<file path="src/rtl/core/sortab_pkg.sv">
// shared types, codes and controller/datapath interface structs for the sorted key table
package sortab_pkg;

    localparam logic OP_INSERT = 1'b0;
    localparam logic OP_SEARCH = 1'b1;

    localparam logic [1:0] STATUS_INSERTED  = 2'd0;
    localparam logic [1:0] STATUS_FOUND     = 2'd1;
    localparam logic [1:0] STATUS_NOT_FOUND = 2'd2;
    localparam logic [1:0] STATUS_FULL      = 2'd3;

    typedef struct packed {
        logic               operation;
        logic signed [31:0] key;
    } in_item_t;

    typedef struct packed {
        logic [1:0] status;
        logic [3:0] position;
        logic [4:0] entry_count;
    } out_item_t;

    typedef enum logic [2:0] {
        ST_IDLE,
        ST_PROBE,
        ST_COMPARE,
        ST_SHIFT,
        ST_MOVE,
        ST_RESPOND
    } state_t;

    typedef struct packed {
        logic start;
        logic probe_rd;
        logic probe_upd;
        logic shift_rd;
        logic shift_wr;
        logic ins_wr;
        logic load_out;
    } ctrl_cmd_t;

    typedef struct packed {
        logic in_drop;
        logic lo_lt_hi;
        logic j_gt_lo;
        logic op_search;
        logic dropped;
        logic out_free;
    } ctrl_sts_t;

endpackage

</file>
<file path="src/rtl/core/sortab_datapath.sv">
// key memory, binary search bounds, shift pointer, count and result register
module sortab_datapath #(
    parameter int TABLE_DEPTH = 16
) (
    input  logic                 aclk,
    input  logic                 aresetn,
    input  sortab_pkg::in_item_t s_item,
    input  sortab_pkg::ctrl_cmd_t cmd,
    output sortab_pkg::ctrl_sts_t sts,
    output logic                 m_valid,
    input  logic                 m_ready,
    output sortab_pkg::out_item_t m_item
);

    localparam int IW = (TABLE_DEPTH > 1) ? $clog2(TABLE_DEPTH) : 1;
    localparam int CW = $clog2(TABLE_DEPTH + 1);

    logic signed [31:0] mem [TABLE_DEPTH];

    logic [CW-1:0]      count_reg, count_next;
    logic [CW-1:0]      lo_reg, lo_next;
    logic [CW-1:0]      hi_reg, hi_next;
    logic [CW-1:0]      j_reg, j_next;
    logic               op_reg, op_next;
    logic               drop_reg, drop_next;
    logic               hit_reg, hit_next;
    logic signed [31:0] key_reg, key_next;
    logic signed [31:0] rd_data_reg;
    logic               m_valid_reg, m_valid_next;
    sortab_pkg::out_item_t m_item_reg, m_item_next;

    logic [CW-1:0]   mid;
    logic [CW-1:0]   j_m1;
    logic [IW-1:0]   rd_addr;
    logic            full;
    logic            inserted;
    logic [CW-1:0]   cnt_after;
    logic [CW+3:0]   pos_wide;
    logic [CW+4:0]   cnt_wide;

    assign mid  = lo_reg + ((hi_reg - lo_reg) >> 1);
    assign j_m1 = j_reg - CW'(1);
    assign full = (count_reg >= CW'(TABLE_DEPTH));
    assign rd_addr = cmd.probe_rd ? mid[IW-1:0] : j_m1[IW-1:0];

    assign sts.in_drop   = (s_item.operation == sortab_pkg::OP_INSERT) && full;
    assign sts.lo_lt_hi  = (lo_reg < hi_reg);
    assign sts.j_gt_lo   = (j_reg > lo_reg);
    assign sts.op_search = (op_reg == sortab_pkg::OP_SEARCH);
    assign sts.dropped   = drop_reg;
    assign sts.out_free  = !m_valid_reg || m_ready;

    assign inserted  = (op_reg == sortab_pkg::OP_INSERT) && !drop_reg;
    assign cnt_after = count_reg + (inserted ? CW'(1) : CW'(0));
    assign pos_wide  = {4'b0, lo_reg};
    assign cnt_wide  = {5'b0, cnt_after};

    always_comb begin
        count_next   = count_reg;
        lo_next      = lo_reg;
        hi_next      = hi_reg;
        j_next       = j_reg;
        op_next      = op_reg;
        drop_next    = drop_reg;
        hit_next     = hit_reg;
        key_next     = key_reg;
        m_valid_next = m_valid_reg;
        m_item_next  = m_item_reg;
        if (cmd.start) begin
            key_next  = s_item.key;
            op_next   = s_item.operation;
            drop_next = sts.in_drop;
            lo_next   = '0;
            hi_next   = count_reg;
            j_next    = count_reg;
            hit_next  = 1'b0;
        end
        if (cmd.probe_upd) begin
            if (rd_data_reg < key_reg) begin
                lo_next = mid + CW'(1);
            end else begin
                hi_next  = mid;
                hit_next = (rd_data_reg == key_reg);
            end
        end
        if (cmd.shift_wr) begin
            j_next = j_m1;
        end
        if (m_ready) begin
            m_valid_next = 1'b0;
        end
        if (cmd.load_out) begin
            m_valid_next            = 1'b1;
            count_next              = cnt_after;
            m_item_next.entry_count = cnt_wide[4:0];
            m_item_next.position    = 4'd0;
            if (op_reg == sortab_pkg::OP_SEARCH) begin
                if (hit_reg) begin
                    m_item_next.status   = sortab_pkg::STATUS_FOUND;
                    m_item_next.position = pos_wide[3:0];
                end else begin
                    m_item_next.status = sortab_pkg::STATUS_NOT_FOUND;
                end
            end else if (drop_reg) begin
                m_item_next.status = sortab_pkg::STATUS_FULL;
            end else begin
                m_item_next.status   = sortab_pkg::STATUS_INSERTED;
                m_item_next.position = pos_wide[3:0];
            end
        end
    end

    always_ff @(posedge aclk) begin
        if (!aresetn) begin
            count_reg   <= '0;
            m_valid_reg <= 1'b0;
        end else begin
            count_reg   <= count_next;
            m_valid_reg <= m_valid_next;
        end
    end

    always_ff @(posedge aclk) begin
        lo_reg     <= lo_next;
        hi_reg     <= hi_next;
        j_reg      <= j_next;
        op_reg     <= op_next;
        drop_reg   <= drop_next;
        hit_reg    <= hit_next;
        key_reg    <= key_next;
        m_item_reg <= m_item_next;
    end

    // key memory: one read, one write per cycle
    always_ff @(posedge aclk) begin
        if (cmd.probe_rd || cmd.shift_rd) begin
            rd_data_reg <= mem[rd_addr];
        end
        if (cmd.ins_wr) begin
            mem[lo_reg[IW-1:0]] <= key_reg;
        end else if (cmd.shift_wr) begin
            mem[j_reg[IW-1:0]] <= rd_data_reg;
        end
    end

    assign m_valid = m_valid_reg;
    assign m_item  = m_item_reg;

endmodule

</file>
<file path="src/rtl/core/sortab_ctrl.sv">
// sequencer for accept, binary search, shift-up insert and result hand-off
module sortab_ctrl (
    input  logic                  aclk,
    input  logic                  aresetn,
    input  logic                  s_valid,
    output logic                  s_ready,
    input  sortab_pkg::ctrl_sts_t sts,
    output sortab_pkg::ctrl_cmd_t cmd
);

    sortab_pkg::state_t state_reg, state_next;

    always_ff @(posedge aclk) begin
        if (!aresetn) begin
            state_reg <= sortab_pkg::ST_IDLE;
        end else begin
            state_reg <= state_next;
        end
    end

    always_comb begin
        state_next = state_reg;
        cmd        = '0;
        s_ready    = 1'b0;
        unique case (state_reg)
            sortab_pkg::ST_IDLE: begin
                s_ready = 1'b1;
                if (s_valid) begin
                    cmd.start  = 1'b1;
                    state_next = sts.in_drop ? sortab_pkg::ST_RESPOND : sortab_pkg::ST_PROBE;
                end
            end
            sortab_pkg::ST_PROBE: begin
                if (sts.lo_lt_hi) begin
                    cmd.probe_rd = 1'b1;
                    state_next   = sortab_pkg::ST_COMPARE;
                end else if (sts.op_search) begin
                    state_next = sortab_pkg::ST_RESPOND;
                end else begin
                    state_next = sortab_pkg::ST_SHIFT;
                end
            end
            sortab_pkg::ST_COMPARE: begin
                cmd.probe_upd = 1'b1;
                state_next    = sortab_pkg::ST_PROBE;
            end
            sortab_pkg::ST_SHIFT: begin
                if (sts.j_gt_lo) begin
                    cmd.shift_rd = 1'b1;
                    state_next   = sortab_pkg::ST_MOVE;
                end else begin
                    cmd.ins_wr = !sts.dropped;
                    state_next = sortab_pkg::ST_RESPOND;
                end
            end
            sortab_pkg::ST_MOVE: begin
                cmd.shift_wr = 1'b1;
                state_next   = sortab_pkg::ST_SHIFT;
            end
            sortab_pkg::ST_RESPOND: begin
                if (sts.out_free) begin
                    cmd.load_out = 1'b1;
                    state_next   = sortab_pkg::ST_IDLE;
                end
            end
            default: begin
                state_next = sortab_pkg::ST_IDLE;
            end
        endcase
    end

endmodule

</file>
<file path="src/rtl/core/sorted_table_insert_search.sv">
// top level of the sorted key table with insert and search
//
//  channel  ports                      payload
//  s_       s_valid s_ready s_item     operation, key
//  m_       m_valid m_ready m_item     status, position, entry_count
//
// a search runs a binary search over the n stored keys between accept and result,
// each step issuing one memory read and one compare
// an insert adds a shift-up of the n - p keys above p, one read and one write per moved key
// a dropped insert into a full table goes from accept straight to the respond step
// reset clears the count; the key memory is never cleared
// the next item is accepted while a result waits in the output register; a stalled
// result holds the block in its respond step only when a second result is ready
module sorted_table_insert_search #(
    parameter int TABLE_DEPTH = 16
) (
    input  logic                  aclk,
    input  logic                  aresetn,
    input  logic                  s_valid,
    output logic                  s_ready,
    input  sortab_pkg::in_item_t  s_item,
    output logic                  m_valid,
    input  logic                  m_ready,
    output sortab_pkg::out_item_t m_item
);

    sortab_pkg::ctrl_cmd_t cmd;
    sortab_pkg::ctrl_sts_t sts;

    sortab_ctrl u_ctrl (
        .aclk    (aclk),
        .aresetn (aresetn),
        .s_valid (s_valid),
        .s_ready (s_ready),
        .sts     (sts),
        .cmd     (cmd)
    );

    sortab_datapath #(
        .TABLE_DEPTH (TABLE_DEPTH)
    ) u_datapath (
        .aclk    (aclk),
        .aresetn (aresetn),
        .s_item  (s_item),
        .cmd     (cmd),
        .sts     (sts),
        .m_valid (m_valid),
        .m_ready (m_ready),
        .m_item  (m_item)
    );

endmodule

</file>
<file path="config.mk">
export PLATFORM = sky130hd
export DESIGN_NAME = sorted_table_insert_search
export DESIGN_NICKNAME = d
export VERILOG_FILES = /design/src/rtl/core/sortab_pkg.sv /design/src/rtl/core/sortab_datapath.sv /design/src/rtl/core/sortab_ctrl.sv /design/src/rtl/core/sorted_table_insert_search.sv
export SDC_FILE = /design/constraint.sdc
export NUM_CORES = 1
export LEC_CHECK = 0
export BUFFER_PORTS_ARGS = -buffer_cell sky130_fd_sc_hd__buf_2
export CORE_UTILIZATION = 63
export DETAILED_ROUTE_END_ITERATION = 7
export MAX_ROUTING_LAYER = met4
export PLACE_DENSITY = 0.85
export REMOVE_ABC_BUFFERS = 1
export SETUP_SLACK_MARGIN = 0.15
export SLEW_MARGIN = 0
export SYNTH_ARGS = -nofsm -noshare
export SYNTH_HDL_FRONTEND = slang
export SYNTH_HIERARCHICAL = 1
export SYNTH_SLANG_ARGS = --single-unit
</file>
<file path="constraint.sdc">
create_clock -name aclk -period 5.7 [get_ports aclk]
set_clock_uncertainty 0.2 [all_clocks]
set_input_delay 0 -clock aclk [delete_from_list [all_inputs] [get_ports aclk]]
set_output_delay 0 -clock aclk [all_outputs]
set_load 0.1 [all_outputs]
</file>
==> flow_summary.yaml, run 1 <==
power_and_ir_drop:
  clockPowerShare: 0.196
  seqPwrFrac: 0.320
  power.leakage_nw: 10.03
  power.density_mw_per_mm2: 645.8
  p_sw_mw: 8.179
  ir_drop_mv: 0.6124
  combPwrFrac: 0.483
  swShare: 0.4248
  p_int_mw: 11.08
drt:
  antenna_left: 0
  drtPass1Iterations: 5
  wl_mm: 65.32
  via_count: 17680
  wl_per_cell_um: 24.69
  post_drt_via_cell_ratio: 6.686
  drc: 0
  drtIter0Drc: 2489
setup_path:
  critPathLaunchType: "flop"
  worst-setup-path-type: "flop to flop"
  critPathMaxFanout: 169
  reg2reg_from: "u_datapath/lo_reg[1]$_DFF_P_"
  arrival_ns: 5.26
  required_ns: 5.94
  slowest_stage: "mux2_8"
  cp_top_family: "compound AO/OA/AOI/OAI gates"
  slowest_delay_ns: 0.92
  crit_cells: 14
  cp_cell_sequence: "inv_1, ha_1, a21o_1, a21oi_1, o21bai_1, a21oi_1, a31oi_1, and3b_1, mux2_8, buf_4, a211oi_1, a311oi_1, a21oi_1, a21oi_1"
  r2r_slack_ns: 0.68
  end_kind: "flop"
  cp_common_cell: "a21oi_1"
  reg2reg_depth: 14
  crit_buf_inv: 2
  cp-startpoint: "u_datapath/lo_reg[1]$_DFF_P_"
clocking:
  cts_resized: 0
  h-tree-depth: 2
  cts_made_buffers: 57
  clockRootBuffer: "clkbuf_16"
  path_clk_slew_ns: 0.07
  cts_tree: "built"
  clock-sinks: 614
  clk_latency_ns: 0.62
  clock_path_buffers: 3
timing:
  grt_setup_unrepaired: "false"
  setup_tns_ns: 0
  fin_crit_ns: 5.023
  setup_ws_ns: 0.6768
  slew_violations: 0
  worst_pin_slew_ns: 1.275
  period_share: 0.8813
  relSlewSlack: 0.1501
  max_freq_mhz: 199.1
  setup_violations: 0
  hold_viol_final: 0
synthesis:
  async_reset_ff_frac: 0
  synth-main-ff-cell: "edfxtp_1"
  yosys_warnings: 6
  syn_area_mm2: 0.02603
  synth_edf_count: 594
  avgSynthCellArea_um2: 13.38
  synthDistinctLibCells: 62
  synthCells: 1945
  ys_ff_latch: 614
  yosysSeqAreaShare: 0.7006
global_routing:
  grt_max_degree: 170
  grt.total_usage: 0.3213
  grt_most_used_layer: "met2"
  grt_use_met1: 0.4157
  antenna_found_initial: 0
  globalRouteOverflowTotal: 0
  grt_pass1_vias: 17210
  gr-usage-met2: 0.5052
  grt_pass1_wl_mm: 98.32
  grtUsageMet3: 0.04593
floorplan:
  std_cell_rows: 74
  fp.dieW_um: 205.3
  core_area_mm2: 0.04083
  boundaryPins: 50
  die_y_um: 205.3
  start_util: 0.6376
  die-area_mm2: 0.04214
hold_path:
  worstHoldStart: "s_item[32]"
  holdPathStages: 3
  hp-class: "primary input to flop"
final_layout:
  layout-drive-gt1-share: 0.1193
  largest_register_ffs: 512
  nNetsFinal: 2157
  area_delta_synth_final_pct: 14.53
  num-fill-cells: 2307
  final_util: 0.7302
  n_antenna_cell: 0
placed_design:
  place_worst_setup_slack_ns: 0.8044
  io_buffers: 49
  dp_hpwl_mm: 35.24
  place_congestion: 0.8567
outcome:
  status: "completed"
run:
  drv_cap: 0
layout make-up:
cell class                      count  area [um2]  area share
Clock inverter                     41       370.4     0.01242
Multi-Input combinational cell   1145        7214      0.2420
Timing Repair Buffer              196        1677     0.05623
Clock buffer                       64        1453     0.04872
Tap cell                          532       665.6     0.02232
Inverter                           53       198.9    0.006672
Sequential cell                   614       18240      0.6117
power groups by stage:
stage	logic (mW)	clock network, mW	registers (mW)
CTS	9.08	3.77	6.16
global placement	8.43	0	6.24
detailed placement	8.90	0	6.25
finish	9.31	3.78	6.17
global route	10.0	3.95	6.19
floorplan	5.45	0	6.23
layer usage:
layer  part of all wire  vias to the layer above  wire, um
met2               0.49                     1218     31900
met1               0.37                     8627     23900
met3               0.10                      233      6558
met5                  0                        -         0
li1                   -                     7606         -
met4              0.045                        0      2960
logic make-up (layout without fill, tap and decap cells):
logic type / count (synthesis) / after routing / share of synthesized area
muxes: 13 / 13 / 0.005720
and+or+nand+nor: 580 / 580 / 0.1058
AOI/OAI and AO/OA: 479 / 479 / 0.1252
xor gates and xnor gates: 20 / 20 / 0.007017
adders and majority gates: 53 / 53 / 0.02605
DFF: 614 / 614 / 0.7006
buffers and inverters: 186 / 354 / 0.02965
per-stage QoR:
stage / power [mW] / hold slack, ns / instance area (um2) / std cells
floorplan: 11.68 / -0.1011 / 25460 / 1812
global placement: 14.66 / -0.02415 / 27280 / 2469
detailed placement: 15.15 / -0.02191 / 27280 / 2469
CTS: 19.01 / 0.004349 / 29820 / 2645
global route: 20.15 / 0.03549 / 29820 / 2645
finish: 19.26 / 0.02771 / 29820 / 2645
Yosys cell counts, types with 5 or more instances:
cell type / instances / area share
nand2_1: 308 / 0.044
nor3_1: 11 / 0.0021
and2_1: 113 / 0.027
a311oi_1: 65 / 0.022
nand3_1: 16 / 0.0031
buf_2: 37 / 0.0071
clkbuf_1: 86 / 0.012
nand4_1: 12 / 0.0029
edfxtp_1: 594 / 0.69
nor2b_1: 11 / 0.0026
a31oi_1: 74 / 0.018
ha_1: 51 / 0.025
a211oi_1: 166 / 0.048
a21oi_1: 97 / 0.019
o21ai_0: 45 / 0.0087
xor2_1: 5 / 0.0017
nand2b_1: 8 / 0.0019
dfxtp_1: 20 / 0.015
nor2_1: 52 / 0.0075
and2_0: 23 / 0.0055
inv_1: 53 / 0.0076
xnor2_1: 14 / 0.0047
mux2_2: 7 / 0.0030
worst paths after layout:
| check | to |
|---|---|
| max | u_datapath/rd_data_reg[4]$_DFFE_PP_ |
| min reg2reg | u_datapath/m_valid$_SDFFE_PN0P_ |
| max reg2reg | u_datapath/rd_data_reg[4]$_DFFE_PP_ |
| min | u_datapath/drop_reg$_DFFE_PP_ |
worst reg2reg max path, cell delays in order, from the launching register on:
cell and delay, ns:
dfxtp_1 0.43, inv_1 0.21, ha_1 0.37, a21o_1 0.12, a21oi_1 0.10, o21bai_1 0.16
a21oi_1 0.08, a31oi_1 0.33, and3b_1 0.59, mux2_8 0.93, buf_4 0.59, a211oi_1 0.11
a311oi_1 0.34, a21oi_1 0.09, a21oi_1 0.21
timing repair:
item,in CTS,in global routing
hold buffers,71,0
hold endpoints to repair,53,0
setup endpoints to repair,0,0
buffers inserted,0,0
cells in the final DEF (no fill, tap or decap), types with 57 or more instances in the layout:
cell type | synthesis | layout
clkbuf_16 | 0 | 57
a31oi_1 | 74 | 74
a311oi_1 | 65 | 65
dlygate4sd3_1 | 0 | 71
edfxtp_1 | 594 | 594
and2_1 | 113 | 112
nand2_1 | 308 | 308
buf_4 | 4 | 64
a21oi_1 | 97 | 97
a211oi_1 | 166 | 166
(Power assumes the default switching activity.)
==> inputs of run 2 (changes only) <==
CORE_UTILIZATION = 66   (was 63)
CTS_BUF_LIST = sky130_fd_sc_hd__clkbuf_2   (was unset)
PLACE_DENSITY = 0.88   (was 0.85)
REMOVE_ABC_BUFFERS = unset   (was 1)
clock period = 6.04 ns   (was 5.7 ns; I/O delays follow)
==> run 2 against run 1 <==
Compared with the run above: design area down 1.2%; sequential power down 5.7%; combinational power down 7.6%.
==> flow_summary.yaml, run 2 (synthesis gave the netlist of run 1 again) <==
hold_path:
  holdPathStages: 4
  hp-class: "primary input to flop"
  hold_end: "u_datapath/key_reg[6]$_DFFE_PP_"
  worstHoldStart: "s_valid"
timing:
  setup_tns_ns: 0
  worst_pin_slew_ns: 1.326
  relSlewSlack: 0.1098
  slew_violations: 0
  period_share: 0.8284
  hold_slack_ns: 0.1670
  fin_crit_ns: 5.004
  grt_setup_unrepaired: "false"
  max_freq_mhz: 199.9
  setup_violations: 0
  hold_viol_final: 0
setup_path:
  worst-setup-path-type: "flop to flop"
  critPathLaunchType: "flop"
  slowest_stage: "nor2b_4"
  arrival_ns: 5.52
  reg2reg_from: "u_datapath/lo_reg[1]$_DFF_P_"
  end_kind: "flop"
  cp_cell_sequence: "inv_1, ha_1, nor2b_1, o21a_1, o21ai_0, nand2b_1, a21oi_1, a31oi_1, nor3_1, nor2b_4, buf_4, a31oi_1, nor2_4, buf_4"
  required_ns: 6.56
  crit_buf_inv: 3
  slowest_delay_ns: 0.87
  cp_top_family: "simple AND/OR/NAND/NOR gates"
  r2r_slack_ns: 1.04
  critPathMaxFanout: 39
  r2r_end: "u_datapath/mem[8][16]$_DFFE_PP_"
  reg2reg_depth: 14
final_layout:
  largest_register_ffs: 512
  final_common_cell: "edfxtp_1"
  area_delta_synth_final_pct: 13.16
  num-fill-cells: 2188
  layout-drive-gt1-share: 0.1618
  final_cell_mix: "edfxtp_1, nand2_1, clkbuf_2"
  nNetsFinal: 2258
global_routing:
  grt_pass1_wl_mm: 97.81
  grt_pass1_vias: 18200
  grt_max_degree: 168
  globalRouteOverflowTotal: 0
  antenna_found_initial: 2
  grt.total_usage: 0.3273
clocking:
  cts_tree: "built"
  clock_path_buffers: 3
  h-tree-depth: 4
  clk_latency_ns: 1.16
  postCtsSetupRepairBufs: 0
  clockRootBuffer: "clkbuf_2"
  cts_made_buffers: 145
  path_clk_slew_ns: 0.11
  clock-sinks: 614
floorplan:
  fp.dieW_um: 200.6
  die_y_um: 200.6
  std_cell_rows: 72
  die-area_mm2: 0.04024
  start_util: 0.6720
  core_area_mm2: 0.03874
  boundaryPins: 50
power_and_ir_drop:
  power.density_mw_per_mm2: 584.6
  swShare: 0.4489
  power.leakage_nw: 10.17
  combPwrFrac: 0.500
  ir_drop_mv: 0.6935
  p_int_mw: 9.490
  power_mw: 17.22
  p_sw_mw: 7.730
  seqPwrFrac: 0.338
  clockPowerShare: 0.162
drt:
  drtIter0Drc: 2252
  wl_per_cell_um: 22.63
  drc: 0
  antenna_left: 0
  via_count: 18000
  drtPass1Iterations: 8
  post_drt_via_cell_ratio: 6.421
  wl_mm: 63.44
synthesis:
  syn-num-nets: 2035
placed_design:
  dp_hpwl_mm: 33.46
  place_congestion: 0.8975
  io_buffers: 49
outcome:
  status: "completed"
run:
  drv_cap: 0
==> run 2: power groups by stage <==
stage | logic (mW) | clock network [mW] | registers (mW)
after floorplan | 6.02 | 0 | 5.87
after global placement | 7.82 | 0 | 5.89
after detailed placement | 8.23 | 0 | 5.90
after CTS | 8.38 | 2.82 | 5.81
after global routing | 9.27 | 3.03 | 5.85
final | 8.60 | 2.79 | 5.82
==> run 2: final cells by class <==
type	count	area, um2	area share
Clock inverter	49	337.8	0.01147
Multi-Input combinational cell	1145	7218	0.2450
Sequential cell	614	18240	0.6191
Antenna cell	4	10.01	0.0003398
Timing Repair Buffer	209	1752	0.05946
Tap cell	518	648.1	0.02200
Clock buffer	211	1056	0.03585
Inverter	53	198.9	0.006753
==> run 2: how the worst max path moves through the flow <==
stage	endpoint	cells past startpoint	startpoint	slack, ns
floorplan	u_datapath/mem[12][0]$_DFFE_PP_	14	u_datapath/lo_reg[1]$_DFF_P_	1.53
global placement	u_datapath/mem[15][14]$_DFFE_PP_	13	u_datapath/lo_reg[1]$_DFF_P_	1.34
detailed placement	u_datapath/mem[9][11]$_DFFE_PP_	14	u_datapath/lo_reg[1]$_DFF_P_	1.20
CTS	u_datapath/rd_data_reg[25]$_DFFE_PP_	12	u_datapath/lo_reg[1]$_DFF_P_	1.10
global route	u_datapath/mem[5][22]$_DFFE_PP_	14	u_datapath/lo_reg[1]$_DFF_P_	0.69
finish	u_datapath/mem[8][16]$_DFFE_PP_	14	u_datapath/lo_reg[1]$_DFF_P_	1.04
==> run 2: routing by layer <==
layer	share of wire	wire length (um)	up-vias	GRT usage
met2	0.50	31930	1202	0.5408
met5	0	0	-	-
met3	0.10	6332	202	0.06364
met1	0.36	22920	8664	0.3923
li1	-	-	7931	-
met4	0.036	2256	0	0.1486
==> run 2: worst min-delay path, delay by kind of cell <==
| family | cells | cell delay [ns] |
|---|---|---|
| buffers and inverters | 3 | 1.07 |
| AND/OR/NAND/NOR | 1 | 0.17 |
==> run 2: repair_timing <==
item | CTS | global route
gates resized for setup | 0 | 0
hold buffers | 107 | 0
hold endpoints to repair | 104 | 0
==> run 2: metrics by stage <==
stage | std cells | worst slack [ns] | instance area, um2 | util
final | 2803 | 1.036 | 29460 | 0.7605
after detailed placement | 2432 | 1.195 | 26980 | 0.6965
after floorplan | 1945 | 1.535 | 26030 | -
after CTS | 2799 | 1.104 | 29440 | 0.7601
after global routing | 2801 | 0.6932 | 29450 | 0.7603
after global placement | 2432 | 1.340 | 26980 | 0.6965
